<file path="src/rtl/sbh_pkg.sv">
// Streebog hash package: S-box, linear map and round constant tables,
// and the LPS round function shared by the hash datapath.
// No dependencies.
package sbh_pkg;

  localparam int unsigned NWORDS = 8;
  localparam int unsigned ROUNDS = 12;
  localparam int unsigned STATE_W = 512;
  localparam int unsigned RND_W = 4;

  localparam logic [63:0] IV_WORD_256 = 64'h0101010101010101;

  typedef logic [STATE_W-1:0] blk_t;

  function automatic logic [7:0] sbox(input logic [7:0] x);
    logic [7:0] r;
    case (x)
      8'd0: r = 8'd252; 8'd1: r = 8'd238; 8'd2: r = 8'd221; 8'd3: r = 8'd17;
      8'd4: r = 8'd207; 8'd5: r = 8'd110; 8'd6: r = 8'd49; 8'd7: r = 8'd22;
      8'd8: r = 8'd251; 8'd9: r = 8'd196; 8'd10: r = 8'd250; 8'd11: r = 8'd218;
      8'd12: r = 8'd35; 8'd13: r = 8'd197; 8'd14: r = 8'd4; 8'd15: r = 8'd77;
      8'd16: r = 8'd233; 8'd17: r = 8'd119; 8'd18: r = 8'd240; 8'd19: r = 8'd219;
      8'd20: r = 8'd147; 8'd21: r = 8'd46; 8'd22: r = 8'd153; 8'd23: r = 8'd186;
      8'd24: r = 8'd23; 8'd25: r = 8'd54; 8'd26: r = 8'd241; 8'd27: r = 8'd187;
      8'd28: r = 8'd20; 8'd29: r = 8'd205; 8'd30: r = 8'd95; 8'd31: r = 8'd193;
      8'd32: r = 8'd249; 8'd33: r = 8'd24; 8'd34: r = 8'd101; 8'd35: r = 8'd90;
      8'd36: r = 8'd226; 8'd37: r = 8'd92; 8'd38: r = 8'd239; 8'd39: r = 8'd33;
      8'd40: r = 8'd129; 8'd41: r = 8'd28; 8'd42: r = 8'd60; 8'd43: r = 8'd66;
      8'd44: r = 8'd139; 8'd45: r = 8'd1; 8'd46: r = 8'd142; 8'd47: r = 8'd79;
      8'd48: r = 8'd5; 8'd49: r = 8'd132; 8'd50: r = 8'd2; 8'd51: r = 8'd174;
      8'd52: r = 8'd227; 8'd53: r = 8'd106; 8'd54: r = 8'd143; 8'd55: r = 8'd160;
      8'd56: r = 8'd6; 8'd57: r = 8'd11; 8'd58: r = 8'd237; 8'd59: r = 8'd152;
      8'd60: r = 8'd127; 8'd61: r = 8'd212; 8'd62: r = 8'd211; 8'd63: r = 8'd31;
      8'd64: r = 8'd235; 8'd65: r = 8'd52; 8'd66: r = 8'd44; 8'd67: r = 8'd81;
      8'd68: r = 8'd234; 8'd69: r = 8'd200; 8'd70: r = 8'd72; 8'd71: r = 8'd171;
      8'd72: r = 8'd242; 8'd73: r = 8'd42; 8'd74: r = 8'd104; 8'd75: r = 8'd162;
      8'd76: r = 8'd253; 8'd77: r = 8'd58; 8'd78: r = 8'd206; 8'd79: r = 8'd204;
      8'd80: r = 8'd181; 8'd81: r = 8'd112; 8'd82: r = 8'd14; 8'd83: r = 8'd86;
      8'd84: r = 8'd8; 8'd85: r = 8'd12; 8'd86: r = 8'd118; 8'd87: r = 8'd18;
      8'd88: r = 8'd191; 8'd89: r = 8'd114; 8'd90: r = 8'd19; 8'd91: r = 8'd71;
      8'd92: r = 8'd156; 8'd93: r = 8'd183; 8'd94: r = 8'd93; 8'd95: r = 8'd135;
      8'd96: r = 8'd21; 8'd97: r = 8'd161; 8'd98: r = 8'd150; 8'd99: r = 8'd41;
      8'd100: r = 8'd16; 8'd101: r = 8'd123; 8'd102: r = 8'd154; 8'd103: r = 8'd199;
      8'd104: r = 8'd243; 8'd105: r = 8'd145; 8'd106: r = 8'd120; 8'd107: r = 8'd111;
      8'd108: r = 8'd157; 8'd109: r = 8'd158; 8'd110: r = 8'd178; 8'd111: r = 8'd177;
      8'd112: r = 8'd50; 8'd113: r = 8'd117; 8'd114: r = 8'd25; 8'd115: r = 8'd61;
      8'd116: r = 8'd255; 8'd117: r = 8'd53; 8'd118: r = 8'd138; 8'd119: r = 8'd126;
      8'd120: r = 8'd109; 8'd121: r = 8'd84; 8'd122: r = 8'd198; 8'd123: r = 8'd128;
      8'd124: r = 8'd195; 8'd125: r = 8'd189; 8'd126: r = 8'd13; 8'd127: r = 8'd87;
      8'd128: r = 8'd223; 8'd129: r = 8'd245; 8'd130: r = 8'd36; 8'd131: r = 8'd169;
      8'd132: r = 8'd62; 8'd133: r = 8'd168; 8'd134: r = 8'd67; 8'd135: r = 8'd201;
      8'd136: r = 8'd215; 8'd137: r = 8'd121; 8'd138: r = 8'd214; 8'd139: r = 8'd246;
      8'd140: r = 8'd124; 8'd141: r = 8'd34; 8'd142: r = 8'd185; 8'd143: r = 8'd3;
      8'd144: r = 8'd224; 8'd145: r = 8'd15; 8'd146: r = 8'd236; 8'd147: r = 8'd222;
      8'd148: r = 8'd122; 8'd149: r = 8'd148; 8'd150: r = 8'd176; 8'd151: r = 8'd188;
      8'd152: r = 8'd220; 8'd153: r = 8'd232; 8'd154: r = 8'd40; 8'd155: r = 8'd80;
      8'd156: r = 8'd78; 8'd157: r = 8'd51; 8'd158: r = 8'd10; 8'd159: r = 8'd74;
      8'd160: r = 8'd167; 8'd161: r = 8'd151; 8'd162: r = 8'd96; 8'd163: r = 8'd115;
      8'd164: r = 8'd30; 8'd165: r = 8'd0; 8'd166: r = 8'd98; 8'd167: r = 8'd68;
      8'd168: r = 8'd26; 8'd169: r = 8'd184; 8'd170: r = 8'd56; 8'd171: r = 8'd130;
      8'd172: r = 8'd100; 8'd173: r = 8'd159; 8'd174: r = 8'd38; 8'd175: r = 8'd65;
      8'd176: r = 8'd173; 8'd177: r = 8'd69; 8'd178: r = 8'd70; 8'd179: r = 8'd146;
      8'd180: r = 8'd39; 8'd181: r = 8'd94; 8'd182: r = 8'd85; 8'd183: r = 8'd47;
      8'd184: r = 8'd140; 8'd185: r = 8'd163; 8'd186: r = 8'd165; 8'd187: r = 8'd125;
      8'd188: r = 8'd105; 8'd189: r = 8'd213; 8'd190: r = 8'd149; 8'd191: r = 8'd59;
      8'd192: r = 8'd7; 8'd193: r = 8'd88; 8'd194: r = 8'd179; 8'd195: r = 8'd64;
      8'd196: r = 8'd134; 8'd197: r = 8'd172; 8'd198: r = 8'd29; 8'd199: r = 8'd247;
      8'd200: r = 8'd48; 8'd201: r = 8'd55; 8'd202: r = 8'd107; 8'd203: r = 8'd228;
      8'd204: r = 8'd136; 8'd205: r = 8'd217; 8'd206: r = 8'd231; 8'd207: r = 8'd137;
      8'd208: r = 8'd225; 8'd209: r = 8'd27; 8'd210: r = 8'd131; 8'd211: r = 8'd73;
      8'd212: r = 8'd76; 8'd213: r = 8'd63; 8'd214: r = 8'd248; 8'd215: r = 8'd254;
      8'd216: r = 8'd141; 8'd217: r = 8'd83; 8'd218: r = 8'd170; 8'd219: r = 8'd144;
      8'd220: r = 8'd202; 8'd221: r = 8'd216; 8'd222: r = 8'd133; 8'd223: r = 8'd97;
      8'd224: r = 8'd32; 8'd225: r = 8'd113; 8'd226: r = 8'd103; 8'd227: r = 8'd164;
      8'd228: r = 8'd45; 8'd229: r = 8'd43; 8'd230: r = 8'd9; 8'd231: r = 8'd91;
      8'd232: r = 8'd203; 8'd233: r = 8'd155; 8'd234: r = 8'd37; 8'd235: r = 8'd208;
      8'd236: r = 8'd190; 8'd237: r = 8'd229; 8'd238: r = 8'd108; 8'd239: r = 8'd82;
      8'd240: r = 8'd89; 8'd241: r = 8'd166; 8'd242: r = 8'd116; 8'd243: r = 8'd210;
      8'd244: r = 8'd230; 8'd245: r = 8'd244; 8'd246: r = 8'd180; 8'd247: r = 8'd192;
      8'd248: r = 8'd209; 8'd249: r = 8'd102; 8'd250: r = 8'd175; 8'd251: r = 8'd194;
      8'd252: r = 8'd57; 8'd253: r = 8'd75; 8'd254: r = 8'd99; default: r = 8'd182;
    endcase
    return r;
  endfunction

  localparam logic [63:0] LIN_MAT [64] = '{
    64'h8e20faa72ba0b470, 64'h47107ddd9b505a38, 64'had08b0e0c3282d1c, 64'hd8045870ef14980e,
    64'h6c022c38f90a4c07, 64'h3601161cf205268d, 64'h1b8e0b0e798c13c8, 64'h83478b07b2468764,
    64'ha011d380818e8f40, 64'h5086e740ce47c920, 64'h2843fd2067adea10, 64'h14aff010bdd87508,
    64'h0ad97808d06cb404, 64'h05e23c0468365a02, 64'h8c711e02341b2d01, 64'h46b60f011a83988e,
    64'h90dab52a387ae76f, 64'h486dd4151c3dfdb9, 64'h24b86a840e90f0d2, 64'h125c354207487869,
    64'h092e94218d243cba, 64'h8a174a9ec8121e5d, 64'h4585254f64090fa0, 64'haccc9ca9328a8950,
    64'h9d4df05d5f661451, 64'hc0a878a0a1330aa6, 64'h60543c50de970553, 64'h302a1e286fc58ca7,
    64'h18150f14b9ec46dd, 64'h0c84890ad27623e0, 64'h0642ca05693b9f70, 64'h0321658cba93c138,
    64'h86275df09ce8aaa8, 64'h439da0784e745554, 64'hafc0503c273aa42a, 64'hd960281e9d1d5215,
    64'he230140fc0802984, 64'h71180a8960409a42, 64'hb60c05ca30204d21, 64'h5b068c651810a89e,
    64'h456c34887a3805b9, 64'hac361a443d1c8cd2, 64'h561b0d22900e4669, 64'h2b838811480723ba,
    64'h9bcf4486248d9f5d, 64'hc3e9224312c8c1a0, 64'heffa11af0964ee50, 64'hf97d86d98a327728,
    64'he4fa2054a80b329c, 64'h727d102a548b194e, 64'h39b008152acb8227, 64'h9258048415eb419d,
    64'h492c024284fbaec0, 64'haa16012142f35760, 64'h550b8e9e21f7a530, 64'ha48b474f9ef5dc18,
    64'h70a6a56e2440598e, 64'h3853dc371220a247, 64'h1ca76e95091051ad, 64'h0edd37c48a08a6d8,
    64'h07e095624504536c, 64'h8d70c431ac02a736, 64'hc83862965601dd1b, 64'h641c314b2b8ee083
  };

  localparam blk_t ROUND_C [ROUNDS] = '{
    {64'hb1085bda1ecadae9, 64'hebcb2f81c0657c1f, 64'h2f6a76432e45d016, 64'h714eb88d7585c4fc,
     64'h4b7ce09192676901, 64'ha2422a08a460d315, 64'h05767436cc744d23, 64'hdd806559f2a64507},
    {64'h6fa3b58aa99d2f1a, 64'h4fe39d460f70b5d7, 64'hf3feea720a232b98, 64'h61d55e0f16b50131,
     64'h9ab5176b12d69958, 64'h5cb561c2db0aa7ca, 64'h55dda21bd7cbcd56, 64'he679047021b19bb7},
    {64'hf574dcac2bce2fc7, 64'h0a39fc286a3d8435, 64'h06f15e5f529c1f8b, 64'hf2ea7514b1297b7b,
     64'hd3e20fe490359eb1, 64'hc1c93a376062db09, 64'hc2b6f443867adb31, 64'h991e96f50aba0ab2},
    {64'hef1fdfb3e81566d2, 64'hf948e1a05d71e4dd, 64'h488e857e335c3c7d, 64'h9d721cad685e353f,
     64'ha9d72c82ed03d675, 64'hd8b71333935203be, 64'h3453eaa193e837f1, 64'h220cbebc84e3d12e},
    {64'h4bea6bacad474799, 64'h9a3f410c6ca92363, 64'h7f151c1f1686104a, 64'h359e35d7800fffbd,
     64'hbfcd1747253af5a3, 64'hdfff00b723271a16, 64'h7a56a27ea9ea63f5, 64'h601758fd7c6cfe57},
    {64'hae4faeae1d3ad3d9, 64'h6fa4c33b7a3039c0, 64'h2d66c4f95142a46c, 64'h187f9ab49af08ec6,
     64'hcffaa6b71c9ab7b4, 64'h0af21f66c2bec6b6, 64'hbf71c57236904f35, 64'hfa68407a46647d6e},
    {64'hf4c70e16eeaac5ec, 64'h51ac86febf240954, 64'h399ec6c7e6bf87c9, 64'hd3473e33197a93c9,
     64'h0992abc52d822c37, 64'h06476983284a0504, 64'h3517454ca23c4af3, 64'h8886564d3a14d493},
    {64'h9b1f5b424d93c9a7, 64'h03e7aa020c6e4141, 64'h4eb7f8719c36de1e, 64'h89b4443b4ddbc49a,
     64'hf4892bcb929b0690, 64'h69d18d2bd1a5c42f, 64'h36acc2355951a8d9, 64'ha47f0dd4bf02e71e},
    {64'h378f5a541631229b, 64'h944c9ad8ec165fde, 64'h3a7d3a1b25894224, 64'h3cd955b7e00d0984,
     64'h800a440bdbb2ceb1, 64'h7b2b8a9aa6079c54, 64'h0e38dc92cb1f2a60, 64'h7261445183235adb},
    {64'habbedea680056f52, 64'h382ae548b2e4f3f3, 64'h8941e71cff8a78db, 64'h1fffe18a1b336103,
     64'h9fe76702af69334b, 64'h7a1e6c303b7652f4, 64'h3698fad1153bb6c3, 64'h74b4c7fb98459ced},
    {64'h7bcd9ed0efc889fb, 64'h3002c6cd635afe94, 64'hd8fa6bbbebab0761, 64'h2001802114846679,
     64'h8a1d71efea48b9ca, 64'hefbacd1d7d476e98, 64'hdea2594ac06fd85d, 64'h6bcaa4cd81f32d1b},
    {64'h378ee767f11631ba, 64'hd21380b00449b17a, 64'hcda43c32bcdf1d77, 64'hf82012d430219f9b,
     64'h5d80ef9d1891cc86, 64'he71da4aa88e12852, 64'hfaf417d5d9b21b99, 64'h48bc924af11bd720}
  };

  function automatic logic [63:0] lin_word(input logic [63:0] v);
    logic [63:0] acc;
    acc = '0;
    for (int t = 0; t < 64; t++) begin
      if (v[63-t]) acc = acc ^ LIN_MAT[t];
    end
    return acc;
  endfunction

  // Word 0 sits in bits 511:448.
  function automatic blk_t lps(input blk_t x);
    blk_t y;
    logic [63:0] t;
    for (int r = 0; r < 8; r++) begin
      for (int c = 0; c < 8; c++) begin
        t[56-8*c +: 8] = sbox(x[STATE_W-64-64*c + 56-8*r +: 8]);
      end
      y[STATE_W-64-64*r +: 64] = lin_word(t);
    end
    return y;
  endfunction

endpackage

</file>
<file path="src/rtl/sbh_add512.sv">
// Iterative 512-bit adder: one 64-bit word per cycle, low word first.
// Depends on sbh_pkg.
module sbh_add512 (
  input  logic          clk,
  input  logic          rst_n,
  input  logic          start,
  input  sbh_pkg::blk_t a,
  input  sbh_pkg::blk_t b,
  output sbh_pkg::blk_t sum,
  output logic          done
);
  logic [2:0]    idx_r;
  logic          busy_r;
  logic          carry_r;
  sbh_pkg::blk_t sum_r;
  logic [64:0]   wsum;

  assign wsum = {1'b0, a[64*idx_r +: 64]} + {1'b0, b[64*idx_r +: 64]} + {64'd0, carry_r};

  always_ff @(posedge clk) begin
    if (!rst_n) begin
      busy_r <= 1'b0;
      idx_r <= '0;
      carry_r <= 1'b0;
      done <= 1'b0;
    end else begin
      done <= 1'b0;
      if (start) begin
        busy_r <= 1'b1;
        idx_r <= '0;
        carry_r <= 1'b0;
      end else if (busy_r) begin
        sum_r[64*idx_r +: 64] <= wsum[63:0];
        carry_r <= wsum[64];
        idx_r <= idx_r + 3'd1;
        if (idx_r == 3'd7) begin
          busy_r <= 1'b0;
          done <= 1'b1;
        end
      end
    end
  end

  assign sum = sum_r;
endmodule

</file>
<file path="config.mk">
export PLATFORM = sky130hd
export DESIGN_NAME = sbh_add512
export DESIGN_NICKNAME = d
export VERILOG_FILES = /design/src/rtl/sbh_pkg.sv /design/src/rtl/sbh_add512.sv
export SDC_FILE = /design/constraint.sdc
export NUM_CORES = 1
export LEC_CHECK = 0
export ABC_AREA = 0
export BUFFER_PORTS_ARGS = -buffer_cell sky130_fd_sc_hd__buf_2
export CAP_MARGIN = 20
export CORE_AREA = 3 3 599 601
export DETAILED_ROUTE_END_ITERATION = 10
export DIE_AREA = 0 0 602 604
export GPL_ROUTABILITY_DRIVEN = 0
export GPL_TIMING_DRIVEN = 1
export PLACE_DENSITY = 0.36
export RECOVER_POWER = 25
export SLEW_MARGIN = 20
export SYNTH_ARGS = -nofsm -noshare
export SYNTH_HDL_FRONTEND = slang
export SYNTH_SLANG_ARGS = --single-unit
</file>
<file path="constraint.sdc">
create_clock -name clk -period 11.9 [get_ports clk]
set_input_delay 0.595 -clock clk [delete_from_list [all_inputs] [get_ports clk]]
set_output_delay 0.595 -clock clk [all_outputs]
set_load 0.02 [all_outputs]
</file>
==> results of run 1 <==
cell type report:
class                   count  share of cell area (%)
multi-input cells        1732                    30.7
flip-flops and latches    518                    34.1
well taps                4730                    13.0
inverters                  14                   0.127
repair buffers           1629                    17.6
diodes                     43                   0.237
clock inverters            43                   0.727
clock buffers              72                    3.50
logic make-up after synthesis:
| group | after synthesis | synth area share [%] |
|---|---|---|
| and+or+nand+nor | 1110 | 15.0 |
| DFF | 518 | 52.9 |
| muxes | 259 | 19.8 |
| AOI/OAI and AO/OA | 234 | 5.19 |
| buffers and inverters | 180 | 2.32 |
| adders and majority gates | 69 | 3.00 |
| xor gates and xnor gates | 60 | 1.82 |
cell usage in the layout (no fill, tap or decap), types with 17 or more instances in the layout:
cell / instances
buf_2: 1154
nor2_1: 553
edfxtp_1: 512
nand2_1: 449
clkbuf_1: 395
mux4_2: 256
buf_4: 82
a21oi_1: 72
ha_1: 67
clkbuf_16: 62
diode_2: 43
o21ai_0: 40
a21o_1: 31
xnor2_2: 28
o21bai_1: 17
flip-flops by register name, summed over array words and instances (netlist names):
name,count
idx_r,3
done,1
busy_r,1
carry_r,1
sum,512
through the flow:
stage	setup slack, ns	power [W]	cell area (µm²)
after floorplan	2.95	0.00267	29300
after global placement	3.73	0.00400	43800
after detailed placement	4.17	0.00402	43900
after CTS	4.10	0.00596	45800
after global routing	3.92	0.00604	45400
final	4.46	0.00575	45500
worst reg2reg max path, stage by stage, from the launching register on:
cell       delay, ns
dfxtp_4         0.82
buf_12          0.37
buf_4           0.82
mux4_2          0.65
nand2_1         0.13
nand2_1         0.05
ha_1            0.48
nand2_1         0.21
nor3_1          0.22
nand3_1         0.16
a2111oi_2       0.83
o2111ai_1       0.44
buf_4           0.30
a21oi_1         0.43
o21ai_0         0.31
xor2_2          0.77
nor2_1          0.12
routing by layer:
| metal | vias to the layer above | global-route usage [%] |
|---|---|---|
| li1 | 12100 | - |
| met1 | 14700 | 16.8 |
| met2 | 1660 | 24.3 |
| met3 | 493 | 4.94 |
| met4 | 144 | 3.42 |
| met5 | - | 0 |
power breakdown:
| part | switching, W | internal [W] | total [W] |
|---|---|---|---|
| combinational | 0.00131 | 0.000546 | 0.00186 |
| sequential | 0.00000665 | 0.00201 | 0.00201 |
| clock | 0.000873 | 0.00101 | 0.00188 |
worst paths after layout:
path	to	slack, ns	cells after the start
max reg2reg	sum[316]	4.46	16
min reg2reg	done	0.65	1
min	busy_r	0.14	2
max	sum[316]	4.46	16
==> qor.txt, run 1 <==
Status -> completed
CTS sink count -> 518
Syn-to-layout area delta -> 55.1%
Relative slew slack -> 29.9%
CP Class -> reg2reg
First DRT Iteration DRCs -> 2443
WL met1 -> 105 mm
Worst vdd ir -> 97.4 µV
Final setup vio count -> 0
Clk_skew -> 0.0391 ns
Pleak -> 16.0 nW
Final period util -> 62.5%
Met3 WL post-DR -> 25.4 mm
Die width -> 602 µm
Area occupied by multi-input gates -> 0.0139 mm²
DR vias -> 29.0k
First-pass GRT wire length -> 334 mm
Post-cts hold buffer count -> 0
Most common cell in the synthesized netlist -> nor2_1
TritonRoute pass-1 iters -> 7
Post-synth cell types -> 59
PD cells -> 127 mW/mm²
Post-CTS Setup Repair Bufs -> 0
# fillers -> 40.4k
Top post-synthesis cells by area -> edfxtp_1 52%, mux4_2 20%, nor2_1 7.2%
Number of global-route vias before repair -> 29.2k
Final core utilization -> 12.9%
Hold WS -> 0.136 ns
Total Routed Length -> 270 mm
CP max stage delay -> 0.83 ns
Initial antenna violation count -> 213
Die Y -> 604 µm
Commonest cells in the netlist -> 559 x nor2_1, 512 x edfxtp_1, 453 x nand2_1
Flops & latches, synth -> 518
Post-route setup TNS -> 0 ns
Synth top area share -> 52.5%
Synth Instances -> 2430
Syn Area/Cell -> 12.1 µm²
DR WL met2 -> 131 mm
Core Region -> 0.353 mm²
Critical path's slowest cell -> a2111oi_2
Layout cells sized above 1 -> 42.0%
Max Slew Vio Count -> 0
Post-route ant nets -> 0
Async SR Flop Fraction -> 0%
Leading area contributor after synthesis -> edfxtp_1
Synthesized Nets -> 3526
Clk_lat worst skew -> 0.70 ns
Most used cell, CP -> nand2_1
Cell Count Post-Placement -> 8623
CP delay by family, top -> compound AO/OA/AOI/OAI gates
Min-delay worst type -> in2reg
CP cell instances -> buf_12 -> buf_4 -> mux4_2 -> nand2_1 -> nand2_1 -> ha_1 -> nand2_1 -> nor3_1 -> nand3_1 -> a2111oi_2 -> o2111ai_1 -> buf_4 -> a21oi_1 -> o21ai_0 -> xor2_2 -> nor2_1
Max cap viols -> 0
Buffers on Ports -> 1539
Ys Warns -> 0
Number of flops mapped to enable cells by yosys -> 512
Crit path max fanout -> 85
Worst Path Required -> 12.29 ns
Startpoint types -> register
Clk buf depth -> 3
Total gr overflow -> 0
Clk slew on worst S/H paths -> 0.07 ns
Reg2reg start -> idx_r[1]
Worst path arrival time -> 7.83 ns
Worst setup EP type -> register
Post-cts sizing count -> 0
WL/cell -> 30.8 µm
GR Util All Layers -> 14.2%
Register area share after synthesis -> 52.9%
Vias per Instance -> 3.31
Crit path launch -> idx_r[1]
Fmax -> 134 MHz
Top layer in use -> met5
Worst-Margin Slew -> 1.04 ns
DIE AREA -> 0.364 mm²
DR DRC count -> 0
CTS Buf Count -> 61
H-tree Lvls -> 2
Final Hold Fails -> 0
Pin count of the biggest net entering global routing -> 102
IO Pins -> 1540
Starting density of the core -> 8.30%
# rows -> 218
Fin cells -> 8781
Hold_sp -> rst_n
Nets -> 5052
Fin crit period -> 7.44 ns
Post-synthesis instance area -> 0.0293 mm²
WP buf/inv -> 3
Detailed placement HPWL -> 229 mm
Root Buffer -> clkbuf_16
CTS tree -> done
Register area -> 0.0155 mm²
Top_reg_cell synth -> edfxtp_1
RSZ-0062 raised after global routing -> false
(Power assumes the default switching activity.)
==> inputs of run 2 (changes only) <==
==> constraint.sdc (replaced) <==
create_clock -name clk -period 7 [get_ports clk]
set_input_delay 0.35 -clock clk [delete_from_list [all_inputs] [get_ports clk]]
set_output_delay 0.35 -clock clk [all_outputs]
set_load 0.02 [all_outputs]
==> run 2 against run 1 <==
  * Sequential power is 70% higher
  * First-iteration DRC count increased by 5.2%
  * Combinational power increased by 67%
  * Critical endpoint is now sum[183]
==> qor.txt, run 2 (synthesis results as in run 1) <==
Clk_skew -> 0.0358 ns (-0.00323 ns)
Final setup vio count -> 0 (unchanged)
DR vias -> 29.2k (+0.44%)
Pwr Total -> 0.00983 W (+71%)
Final period util -> 92.1% (+30 points)
Max reg flops -> 512 (unchanged)
Hold WS -> 0.573 ns (+0.438 ns)
CP Class -> reg2reg
CP max stage delay -> 0.76 ns (-0.07 ns)
Worst-Margin Slew -> 1.02 ns (-0.0215 ns)
Number of global-route vias before repair -> 29.2k (-0.13%)
First-pass GRT wire length -> 334 mm (about the same)
Core Region -> 0.353 mm² (unchanged)
Relative slew slack -> 32.0% (+2.2 points)
TritonRoute pass-1 iters -> 5 (-2)
DR DRC count -> 0 (unchanged)
PD cells -> 215 mW/mm² (+70%)
Most used cell, CP -> buf_4
GR Util All Layers -> 14.2% (-0.027 points)
Die width -> 602 µm (unchanged)
Status -> completed
Placed Area -> 0.0441 mm² (+0.35%)
CTS Buf Count -> 59 (-3.3%)
Min-delay worst type -> in2reg
Most common cell after layout, fill and taps aside -> buf_2
Max Slew Vio Count -> 0 (unchanged)
CTS tree -> done
Clk buf depth -> 3 (unchanged)
Total gr overflow -> 0 (unchanged)
Pre-CTS setup slack -> 0.00566 ns (-4.16 ns)
IO Pins -> 1540 (unchanged)
Detailed placement HPWL -> 229 mm (about the same)
Fmax -> 155 MHz (+15%)
Vias per Instance -> 3.32 (+0.38%)
WL/cell -> 30.7 µm (-0.36%)
DIE AREA -> 0.364 mm² (unchanged)
Fin crit period -> 6.45 ns (-0.992 ns)
CP cell instances -> buf_12 -> buf_4 -> mux4_2 -> nand2_1 -> nand2_1 -> ha_1 -> nand4_1 -> nor3_1 -> nand3_1 -> a211oi_2 -> buf_4 -> nor4_1 -> o21bai_1 -> o31ai_1 -> xnor2_2 -> buf_4 -> nor2_1
Startpoint types -> register
Worst Slack Setup Final -> 0.554 ns (-3.91 ns)
Total Routed Length -> 270 mm (-0.30%)
Final Hold Fails -> 0 (unchanged)
Buffers on Ports -> 1539 (unchanged)
Most frequent cells in the layout -> 1155 x buf_2, 553 x nor2_1, 512 x edfxtp_1
Nets -> 5067 (+0.30%)
Syn-to-layout area delta -> 55.9%
Die Y -> 604 µm (unchanged)
Clk_lat worst skew -> 0.67 ns (-0.03 ns)
Layout cells sized above 1 -> 42.4% (+0.41 points)
Starting density of the core -> 8.30% (unchanged)
# fillers -> 40.4k (+0.087%)
Pin count of the biggest net entering global routing -> 80 (-22%)
RSZ-0062 raised after global routing -> false
Critical path's slowest cell -> ha_1
Worst path arrival time -> 6.84 ns (-0.99 ns)
Max cap viols -> 0 (unchanged)
Post-route ant nets -> 0 (unchanged)
Worst vdd ir -> 169 µV (+74%)
Crit path max fanout -> 54 (-36%)
R2R setup slack -> 0.55 ns (-3.91 ns)
Finished Cell Area -> 0.0457 mm² (+0.56%)
First DRT Iteration DRCs -> 2570 (+5.2%)
Worst Path Required -> 7.39 ns (-4.90 ns)
Initial antenna violation count -> 223 (+4.7%)
Pleak -> 16.1 nW (+0.81%)
Worst setup EP type -> register
CTS sink count -> 518 (unchanged)
Root Buffer -> clkbuf_16
H-tree Lvls -> 2 (unchanged)
Post-CTS Setup Repair Bufs -> 0 (unchanged)
# rows -> 218 (unchanged)
Clk slew on worst S/H paths -> 0.06 ns (about the same)
==> run 2: cell count changes in the layout (fill, tap and decap cells not counted), sizes merged <==
cell | before | now
clkinv | 26 | 19
clkinvlp | 1 | 3
clkbuf | 457 | 451
buf | 1244 | 1259
inv | 28 | 24
diode | 43 | 40
dlygate4sd3 | 0 | 3
bufinv | 2 | 7
==> run 2: power by group <==
group | switching, W | leakage, nW | internal (W)
combinational | 0.00216 | 10.8 | 0.000941
clock | 0.00146 | 0.972 | 0.00185
sequential | 0.0000113 | 4.36 | 0.00341
total | 0.00363 | 16.1 | 0.00620
==> run 2: worst paths after layout <==
kind	to	cells past startpoint	startpoint
hold reg to reg	idx_r[0]	2	busy_r
hold / removal	carry_r	7	b[383]
setup / recovery	sum[183]	17	idx_r[0]
setup reg to reg	sum[183]	17	idx_r[0]
==> run 2: metal layers <==
| metal | share of wire (%) | vias to the layer above | track usage, % |
|---|---|---|---|
| met2 | 49 | 1647 | 24.6 |
| met3 | 8.4 | 464 | 4.40 |
| li1 | - | 12100 | - |
| met4 | 2.5 | 144 | 3.16 |
| met5 | 0.35 | - | 0 |
| met1 | 39 | 14800 | 17.0 |
==> run 2: layout make-up <==
type                            count  area, µm²  share of cell area (%)
Sequential cell                   518      15500                    33.9
Multi-Input combinational cell   1732      13900                    30.4
Timing Repair Buffer             1646       8240                    18.0
Tap cell                         4730       5920                    12.9
Clock buffer                       67       1530                    3.34
Clock inverter                     39        465                    1.02
Antenna cell                       40        100                   0.219
Inverter                           14       57.6                   0.126
==> run 2: critical path, delay by kind of cell, from the launching register on <==
family	cells	cell delay [ns]
mux	1	0.52
buf+inv	4	1.27
fa+ha+maj	1	0.76
simple gates	7	1.58
flops	1	0.64
compound gates	3	1.01
xor+xnor	1	0.18
==> run 2: timing repair <==
| action | in CTS | in global routing |
|---|---|---|
| endpoints found under the setup margin | 15 | 0 |
| endpoints found under the hold margin | 4 | 0 |
| hold buffers | 3 | 0 |
| gates resized for setup | 1 | 0 |
==> run 2: stage by stage <==
stage	std cells	setup TNS [ns]	util [%]
after floorplan	2430	-249.25	-
after global placement	8635	0	12.5
after detailed placement	8637	0	12.5
after CTS	8746	0	13.0
after global routing	8769	0	12.9
final	8786	0	12.9
